File: config.mk
export PLATFORM = sky130hd
export DESIGN_NAME = fir_filter_int16
export DESIGN_NICKNAME = d
export VERILOG_FILES = /design/src/hdl/fir_pkg.sv /design/src/hdl/fir_filter_int16.sv /design/src/hdl/fir_ctrl.sv /design/src/hdl/fir_dp.sv
export SDC_FILE = /design/constraint.sdc
export NUM_CORES = 2
export LEC_CHECK = 0
export ABC_CLOCK_PERIOD_IN_PS = 8210
export BUFFER_PORTS_ARGS = -buffer_cell sky130_fd_sc_hd__buf_4
export CORE_MARGIN = 3
export CORE_UTILIZATION = 58
export CTS_CLUSTER_SIZE = 16
export DETAILED_ROUTE_END_ITERATION = 12
export HOLD_SLACK_MARGIN = 0.12
export PLACE_DENSITY = 0.77
export SLEW_MARGIN = 0
export SYNTH_ARGS = -nofsm -noshare
export SYNTH_HDL_FRONTEND = slang
export SYNTH_SLANG_ARGS = --single-unit
File: constraint.sdc
create_clock -name clk -period 8.21 [get_ports clk]
set_clock_uncertainty 0.2 [all_clocks]
set_input_delay 1.642 -clock clk [delete_from_list [all_inputs] [get_ports clk]]
set_output_delay 1.642 -clock clk [all_outputs]
set_load 0.005 [all_outputs]
File: src/hdl/fir_pkg.sv
package fir_pkg;

  // Filter size and field widths.
  localparam int TAPS    = 16;
  localparam int TAP_W   = (TAPS > 1) ? $clog2(TAPS) : 1;
  localparam int SMP_W   = 16;
  localparam int PROD_W  = 2 * SMP_W;
  localparam int ACC_W   = PROD_W + TAP_W;
  localparam int SCALE_W = 15;
  localparam int NTAP_W  = 5;
  localparam int IDX_W   = 4;
  localparam int CFG_IDX_W  = 1;
  localparam int CFG_DATA_W = 15;

  // The divider retires two quotient bits per cycle.
  localparam int DIV_STEPS = (ACC_W + 1) / 2;
  localparam int DVD_W     = 2 * DIV_STEPS;
  localparam int DCNT_W    = (DIV_STEPS > 1) ? $clog2(DIV_STEPS) : 1;

  // Saturation bounds of the 16-bit result.
  localparam int SAT_POS     = 32767;
  localparam int SAT_NEG_MAG = 32768;

  // Item modes.
  localparam logic MODE_COEF = 1'b0;
  localparam logic MODE_FILT = 1'b1;

  // Configuration register indexes.
  localparam logic [CFG_IDX_W-1:0] REG_SCALE = 1'b0;
  localparam logic [CFG_IDX_W-1:0] REG_TAPS  = 1'b1;

  // Reset values of the configuration registers.
  localparam logic [SCALE_W-1:0] SCALE_RST = 15'd1;
  localparam logic [NTAP_W-1:0]  TAPS_RST  = 5'd16;

  typedef enum logic [2:0] {
    S_IDLE,
    S_MAC,
    S_DRAIN,
    S_DIV_LOAD,
    S_DIV,
    S_DONE
  } state_t;

  // Commands from the controller to the datapath.
  typedef struct packed {
    logic coef_wr;
    logic sample_wr;
    logic mul;
    logic div_load;
    logic div_step;
    logic out_load;
  } cmd_t;

  // Status from the datapath to the controller.
  typedef struct packed {
    logic tap_last;
    logic div_last;
  } status_t;

endpackage

File: src/hdl/fir_filter_int16.sv
// Direct-form FIR filter for signed 16-bit samples.
// Input channel (item_valid / item_stall): mode 1 items carry a sample to
// filter, mode 0 items write one coefficient at tap_index and give no result.
// An item is taken at a clock edge with item_valid high and item_stall low.
// Output channel (result_valid / result_stall): one filtered_sample per
// mode 1 item, held in an output register until the receiver takes it.
// A filtered item runs a tap sweep of one multiply per tap in use, then drains
// the last product, loads the divider and runs the divider at two quotient
// bits per step before result_valid rises; the next item can be taken in the
// cycle after result_valid rises. A coefficient item leaves the block idle,
// ready for the next item.
// A stalled receiver holds the result; the block still takes the next item
// and only waits at the end of that item if the old result is still held.
// The user must write configuration (cfg_wr_en / cfg_index / cfg_data) only
// while idle (not enforced): index 0 is scale_divisor, index 1 is taps_in_use.
// Synchronous reset clears the delay line and coefficients, sets the divisor
// to 1 and the tap count to 16, and empties the output register.
module fir_filter_int16 (
  input  logic                                    clk,
  input  logic                                    rst,
  input  logic                                    cfg_wr_en,
  input  logic [fir_pkg::CFG_IDX_W-1:0]           cfg_index,
  input  logic [fir_pkg::CFG_DATA_W-1:0]          cfg_data,
  input  logic                                    item_valid,
  output logic                                    item_stall,
  input  logic                                    mode,
  input  logic [fir_pkg::IDX_W-1:0]               tap_index,
  input  logic signed [fir_pkg::SMP_W-1:0]        coefficient,
  input  logic signed [fir_pkg::SMP_W-1:0]        sample,
  output logic                                    result_valid,
  input  logic                                    result_stall,
  output logic signed [fir_pkg::SMP_W-1:0]        filtered_sample
);

  fir_pkg::cmd_t    cmd;
  fir_pkg::status_t status;

  // Sequencer.
  fir_ctrl u_ctrl (
    .clk          (clk),
    .rst          (rst),
    .item_valid   (item_valid),
    .item_stall   (item_stall),
    .mode         (mode),
    .result_valid (result_valid),
    .result_stall (result_stall),
    .status       (status),
    .cmd          (cmd)
  );

  // Storage, multiply-accumulate and divider.
  fir_dp u_dp (
    .clk             (clk),
    .rst             (rst),
    .cmd             (cmd),
    .status          (status),
    .cfg_wr_en       (cfg_wr_en),
    .cfg_index       (cfg_index),
    .cfg_data        (cfg_data),
    .tap_index       (tap_index),
    .coefficient     (coefficient),
    .sample          (sample),
    .filtered_sample (filtered_sample)
  );

endmodule

File: src/hdl/fir_ctrl.sv
module fir_ctrl (
  input  logic                 clk,
  input  logic                 rst,
  input  logic                 item_valid,
  output logic                 item_stall,
  input  logic                 mode,
  output logic                 result_valid,
  input  logic                 result_stall,
  input  fir_pkg::status_t     status,
  output fir_pkg::cmd_t        cmd
);

  fir_pkg::state_t state, state_next;
  logic            result_valid_next;

  // State register and result valid flag.
  always_ff @(posedge clk) begin
    if (rst) begin
      state        <= fir_pkg::S_IDLE;
      result_valid <= 1'b0;
    end else begin
      state        <= state_next;
      result_valid <= result_valid_next;
    end
  end

  // New items are taken only while no sample is being filtered.
  assign item_stall = (state != fir_pkg::S_IDLE);

  // Next state and datapath commands.
  always_comb begin
    state_next = state;
    cmd        = '0;
    case (state)
      fir_pkg::S_IDLE: begin
        if (item_valid) begin
          if (mode == fir_pkg::MODE_FILT) begin
            cmd.sample_wr = 1'b1;
            state_next    = fir_pkg::S_MAC;
          end else begin
            cmd.coef_wr = 1'b1;
          end
        end
      end
      fir_pkg::S_MAC: begin
        cmd.mul = 1'b1;
        if (status.tap_last) begin
          state_next = fir_pkg::S_DRAIN;
        end
      end
      fir_pkg::S_DRAIN: begin
        state_next = fir_pkg::S_DIV_LOAD;
      end
      fir_pkg::S_DIV_LOAD: begin
        cmd.div_load = 1'b1;
        state_next   = fir_pkg::S_DIV;
      end
      fir_pkg::S_DIV: begin
        cmd.div_step = 1'b1;
        if (status.div_last) begin
          state_next = fir_pkg::S_DONE;
        end
      end
      fir_pkg::S_DONE: begin
        // Wait until the output register is free or being emptied.
        if (!result_valid || !result_stall) begin
          cmd.out_load = 1'b1;
          state_next   = fir_pkg::S_IDLE;
        end
      end
      default: begin
        state_next = fir_pkg::S_IDLE;
      end
    endcase
  end

  // The output register holds its item until the receiver takes it.
  always_comb begin
    result_valid_next = result_valid;
    if (cmd.out_load) begin
      result_valid_next = 1'b1;
    end else if (result_valid && !result_stall) begin
      result_valid_next = 1'b0;
    end
  end

  // A new result never overwrites one that is still held.
  a_no_overwrite: assert property (@(posedge clk) disable iff (rst)
    cmd.out_load |-> !(result_valid && result_stall))
    else $error("result overwritten while stalled");

  // An accepted sample always starts the tap sweep.
  a_sample_starts_mac: assert property (@(posedge clk) disable iff (rst)
    cmd.sample_wr |=> state == fir_pkg::S_MAC)
    else $error("sample accepted without tap sweep");

  // The divider is loaded exactly after the last product has been added.
  a_drain_then_load: assert property (@(posedge clk) disable iff (rst)
    state == fir_pkg::S_DRAIN |=> cmd.div_load)
    else $error("divider not loaded after drain");

  // Items are only written into storage while the block is idle.
  a_write_when_idle: assert property (@(posedge clk) disable iff (rst)
    (cmd.coef_wr || cmd.sample_wr) |-> !item_stall)
    else $error("storage written while busy");

endmodule

File: src/hdl/fir_dp.sv
module fir_dp (
  input  logic                                    clk,
  input  logic                                    rst,
  input  fir_pkg::cmd_t                           cmd,
  output fir_pkg::status_t                        status,
  input  logic                                    cfg_wr_en,
  input  logic [fir_pkg::CFG_IDX_W-1:0]           cfg_index,
  input  logic [fir_pkg::CFG_DATA_W-1:0]          cfg_data,
  input  logic [fir_pkg::IDX_W-1:0]               tap_index,
  input  logic signed [fir_pkg::SMP_W-1:0]        coefficient,
  input  logic signed [fir_pkg::SMP_W-1:0]        sample,
  output logic signed [fir_pkg::SMP_W-1:0]        filtered_sample
);

  // Configuration registers.
  logic [fir_pkg::SCALE_W-1:0] scale_divisor;
  logic [fir_pkg::NTAP_W-1:0]  taps_in_use;

  // Filter storage.
  logic signed [fir_pkg::SMP_W-1:0] coef_store [fir_pkg::TAPS];
  logic signed [fir_pkg::SMP_W-1:0] delay_line [fir_pkg::TAPS];
  logic [fir_pkg::TAP_W-1:0]        newest_pos, newest_pos_next;

  // Multiply-accumulate.
  logic [fir_pkg::TAP_W-1:0]         tap_cnt;
  logic [fir_pkg::TAP_W-1:0]         rd_pos;
  logic [fir_pkg::TAP_W-1:0]         last_tap;
  logic signed [fir_pkg::PROD_W-1:0] prod;
  logic                              prod_vld;
  logic signed [fir_pkg::ACC_W-1:0]  acc;

  // Divider.
  logic [fir_pkg::SCALE_W-1:0] div_eff;
  logic [fir_pkg::DVD_W-1:0]   dvd, dvd_next;
  logic [fir_pkg::SCALE_W-1:0] rem, rem_next;
  logic [fir_pkg::DCNT_W-1:0]  div_cnt;
  logic                        neg;
  logic [fir_pkg::ACC_W-1:0]   acc_mag;
  logic [fir_pkg::SMP_W-1:0]   result;

  // Configuration writes.
  always_ff @(posedge clk) begin
    if (rst) begin
      scale_divisor <= fir_pkg::SCALE_RST;
      taps_in_use   <= fir_pkg::TAPS_RST;
    end else if (cfg_wr_en) begin
      case (cfg_index)
        fir_pkg::REG_SCALE: scale_divisor <= fir_pkg::SCALE_W'(cfg_data);
        fir_pkg::REG_TAPS:  taps_in_use   <= fir_pkg::NTAP_W'(cfg_data);
        default: ;
      endcase
    end
  end

  // Clamp the tap count to the range of the store.
  always_comb begin
    if (taps_in_use == '0) begin
      last_tap = '0;
    end else if (32'(taps_in_use) > fir_pkg::TAPS) begin
      last_tap = fir_pkg::TAP_W'(fir_pkg::TAPS - 1);
    end else begin
      last_tap = fir_pkg::TAP_W'(taps_in_use - 1'b1);
    end
  end

  assign div_eff = (scale_divisor == '0) ? fir_pkg::SCALE_W'(1) : scale_divisor;

  assign newest_pos_next = (32'(newest_pos) == fir_pkg::TAPS - 1) ?
                           '0 : newest_pos + 1'b1;

  // Coefficient store: one write port, one read at the tap counter.
  always_ff @(posedge clk) begin
    if (rst) begin
      for (int i = 0; i < fir_pkg::TAPS; i++) begin
        coef_store[i] <= '0;
      end
    end else if (cmd.coef_wr && (32'(tap_index) < fir_pkg::TAPS)) begin
      coef_store[fir_pkg::TAP_W'(tap_index)] <= coefficient;
    end
  end

  // Circular delay line; a new sample advances the newest position.
  always_ff @(posedge clk) begin
    if (rst) begin
      for (int i = 0; i < fir_pkg::TAPS; i++) begin
        delay_line[i] <= '0;
      end
      newest_pos <= '0;
    end else if (cmd.sample_wr) begin
      delay_line[newest_pos_next] <= sample;
      newest_pos                  <= newest_pos_next;
    end
  end

  // Tap sweep: read position walks backward from the newest sample.
  always_ff @(posedge clk) begin
    if (cmd.sample_wr) begin
      tap_cnt <= '0;
      rd_pos  <= newest_pos_next;
    end else if (cmd.mul) begin
      tap_cnt <= tap_cnt + 1'b1;
      rd_pos  <= (rd_pos == '0) ? fir_pkg::TAP_W'(fir_pkg::TAPS - 1) : rd_pos - 1'b1;
    end
  end

  assign status.tap_last = (tap_cnt == last_tap);

  // One registered product per cycle, added to the accumulator the next cycle.
  always_ff @(posedge clk) begin
    if (rst) begin
      prod_vld <= 1'b0;
    end else begin
      prod_vld <= cmd.mul;
    end
  end

  always_ff @(posedge clk) begin
    if (cmd.mul) begin
      prod <= coef_store[tap_cnt] * delay_line[rd_pos];
    end
  end

  always_ff @(posedge clk) begin
    if (cmd.sample_wr) begin
      acc <= '0;
    end else if (prod_vld) begin
      acc <= acc + fir_pkg::ACC_W'(prod);
    end
  end

  // Magnitude of the sum for the unsigned divider.
  assign acc_mag = acc[fir_pkg::ACC_W-1] ? fir_pkg::ACC_W'(-acc) : fir_pkg::ACC_W'(acc);

  // Two restoring division steps per cycle; quotient bits shift into the dividend.
  always_comb begin
    logic [fir_pkg::SCALE_W:0] trial;
    rem_next = rem;
    dvd_next = dvd;
    for (int k = 0; k < 2; k++) begin
      trial    = {rem_next, dvd_next[fir_pkg::DVD_W-1]};
      dvd_next = {dvd_next[fir_pkg::DVD_W-2:0], 1'b0};
      if (trial >= {1'b0, div_eff}) begin
        rem_next    = fir_pkg::SCALE_W'(trial - {1'b0, div_eff});
        dvd_next[0] = 1'b1;
      end else begin
        rem_next = trial[fir_pkg::SCALE_W-1:0];
      end
    end
  end

  always_ff @(posedge clk) begin
    if (cmd.div_load) begin
      dvd     <= fir_pkg::DVD_W'(acc_mag);
      rem     <= '0;
      neg     <= acc[fir_pkg::ACC_W-1];
      div_cnt <= '0;
    end else if (cmd.div_step) begin
      dvd     <= dvd_next;
      rem     <= rem_next;
      div_cnt <= div_cnt + 1'b1;
    end
  end

  assign status.div_last = (32'(div_cnt) == fir_pkg::DIV_STEPS - 1);

  // Restore the sign and saturate to 16 bits.
  always_comb begin
    if (neg) begin
      if (dvd > fir_pkg::DVD_W'(fir_pkg::SAT_NEG_MAG)) begin
        result = fir_pkg::SMP_W'(fir_pkg::SAT_NEG_MAG);
      end else begin
        result = ~dvd[fir_pkg::SMP_W-1:0] + 1'b1;
      end
    end else begin
      if (dvd > fir_pkg::DVD_W'(fir_pkg::SAT_POS)) begin
        result = fir_pkg::SMP_W'(fir_pkg::SAT_POS);
      end else begin
        result = dvd[fir_pkg::SMP_W-1:0];
      end
    end
  end

  // Output register.
  always_ff @(posedge clk) begin
    if (cmd.out_load) begin
      filtered_sample <= result;
    end
  end

endmodule

==> results.json <==
{
  "insertion_delay_ps": 670,
  "avgSynthCellArea_um2": 11.5,
  "die_w_um": 283,
  "layout_min_cycle_time_ps": 7910,
  "final_common_cell": "edfxtp_1",
  "final_cell_mix": "edfxtp_1, and2_1, inv_1",
  "multi_input_area_um2": 22500,
  "worstSetupPathType": "reg2reg",
  "worstHoldPathType": "reg2reg",
  "synth.top_cells.by_area": "edfxtp_1, fa_1, and2_1",
  "clock-sinks": 698,
  "grt_max_degree": 68,
  "grt_pass1_vias": 30030,
  "synth-edff-count": 601,
  "startpoint_type": "register",
  "synth_cells": 3891,
  "grt_usage": 0.259,
  "end_kind": "register",
  "outcome": "complete, no violations",
  "htreeDepth": 3,
  "async_reset_ff_frac": 0,
  "ys.flop_type": "edfxtp_1",
  "drc_errors": 0,
  "viasPerCell": 5.81,
  "timing.fmax_mhz": 126,
  "final_area_um2": 49500,
  "netlist-cell-type-count": 71,
  "dp_slack_ps": 61.4,
  "die_area_um2": 80200,
  "cts_max_path_buffers": 3,
  "dp_hpwl_um": 72300,
  "syn_to_final_growth_pct": 11.1,
  "coreArea_um2": 75300,
  "num-fill-cells": 5508,
  "post-route-period-util": 0.963,
  "synth_seq_area_share": 0.449,
  "finalMaxSlewViolations": 0,
  "synth-warning-count": 0,
  "worst_ep_arrival_time_ps": 8060,
  "ys_ff_latch": 698,
  "synth_largest_area_cell": "edfxtp_1",
  "ant_nets": 0,
  "cts_root_buf": "clkbuf_16",
  "worst_hold_slack_ps": 275,
  "insertedDiodeCount": 0,
  "crit_path_max_fanout": 21,
  "grt_pass1_wl_um": 164000,
  "required_ps": 8360,
  "placed_cell_area_um2": 46700,
  "clk_pin_slew_worst_paths_ps": 60,
  "die_h_um": 283,
  "detail_route.wl_per_cell_um": 20.4,
  "numCtsBuffers": 75,
  "wl_um": 103000,
  "yosysTopAreaCellShare": 0.405,
  "vias": 29419,
  "synth_nets": 4373,
  "gp_congestion": 0.913,
  "drv_cap": 0,
  "antenna_found_initial": 0,
  "slew_headroom": 0.271,
  "drive_above_1_share": 0.135,
  "first_pass_iters": 6,
  "setup_violations": 0,
  "rows": 100,
  "syn_area_um2": 44600,
  "initial_core_util": 0.591,
  "cts_tree": "done",
  "pin_count": 76,
  "hold_viol": 0,
  "fin_nets": 4464,
  "seq_area_um2": 20000,
  "worst_slack_ps": 301,
  "numPortBuffers": 75,
  "drtIter0Drc": 2807,
  "grt_overflow": 0,
  "worstMarginPinSlew_ps": 1090
}
-- registers in the layout (all words and copies together), names as in the netlist, named ones only --
register              flops
u_ctrl.result_valid       1
u_ctrl.state              3
u_dp.acc                 36
u_dp.coef_store         256
u_dp.delay_line         256
u_dp.div_cnt              5
u_dp.dvd                 36
u_dp.filtered_sample     16
u_dp.neg                  1
u_dp.newest_pos           4
u_dp.prod                32
u_dp.prod_vld             1
u_dp.rd_pos               4
u_dp.rem                 15
u_dp.scale_divisor       15
u_dp.tap_cnt              4
u_dp.taps_in_use          5
-- per-stage QoR --
stage                      util  TNS (ps)  std cells
after CTS                 0.655         0       5047
after floorplan               -         0       3891
after global routing      0.657    -0.781       5062
final                     0.657         0       5062
after global placement    0.620         0       4910
after detailed placement  0.620         0       4910
-- path summary, 6_finish.rpt --
check / to / from / depth (start not counted) / slack (ps)
min reg2reg: u_dp.scale_divisor[9] / u_dp.scale_divisor[9] / 2 / 280
max: u_dp.prod[30] / register / 27 / 300
min: u_dp.scale_divisor[9] / u_dp.scale_divisor[9] / 2 / 280
max reg2reg: u_dp.prod[30] / register / 27 / 300
-- synth_stat cells, types with 97 or more instances --
cell type  number
edfxtp_1      601
and2_1        522
inv_1         406
nor2_1        297
nand2_1       286
fa_1          265
ha_1          159
clkbuf_1      152
a21oi_1       138
mux4_2        136
o21ai_0       118
dfxtp_1        97
-- critical path, cell delays in order (launching register included) --
cell	delay, ps
dfxtp_4	440
buf_12	230
mux4_2	580
mux2i_1	300
nand2_1	110
o21ai_1	100
buf_4	220
nor2_1	80
fa_1	480
inv_1	60
fa_1	560
fa_1	450
fa_1	500
inv_1	60
fa_1	540
inv_1	60
fa_1	530
inv_1	40
ha_1	350
a21o_1	180
a21oi_1	170
o21ai_0	110
a21oi_1	190
o211ai_1	190
a2111oi_2	490
o31ai_1	130
a21oi_1	190
xnor2_1	80
-- layer usage --
metal  up-vias  GRT usage  wire (um)
met2      1111      0.432      50100
met1     14532      0.348      42600
met4         0     0.0950       3750
met5         -          0          0
met3       238     0.0380       6810
li1      13538          -          -
-- logic make-up after synthesis --
logic type / Yosys count / share of synthesized area
compound gates: 492 / 0.0682
flops: 698 / 0.449
simple gates: 1343 / 0.156
fa+ha+maj: 426 / 0.164
buf+inv: 583 / 0.0491
mux: 224 / 0.0894
xor+xnor: 125 / 0.0246
-- layout make-up --
cell class / instances / area share
multi-input combinational: 2610 / 0.454
timing repair buffer: 190 / 0.0333
sequential: 698 / 0.404
inverter: 407 / 0.0309
clock inverter: 50 / 0.0137
tap: 1020 / 0.0258
clock buffer: 87 / 0.0388
-- what timing repair did --
action                                 CTS  global route
pin swaps                                0             2
cloned                                   0             1
buffers inserted                         0            14
hold buffers                             0             0
gates resized for setup                  1            21
endpoints found under the hold margin    0             0
setup endpoints to repair                1             8
Power is not shown: default switching activity piles up to over one toggle a cycle in this logic, so the estimate is an artifact.
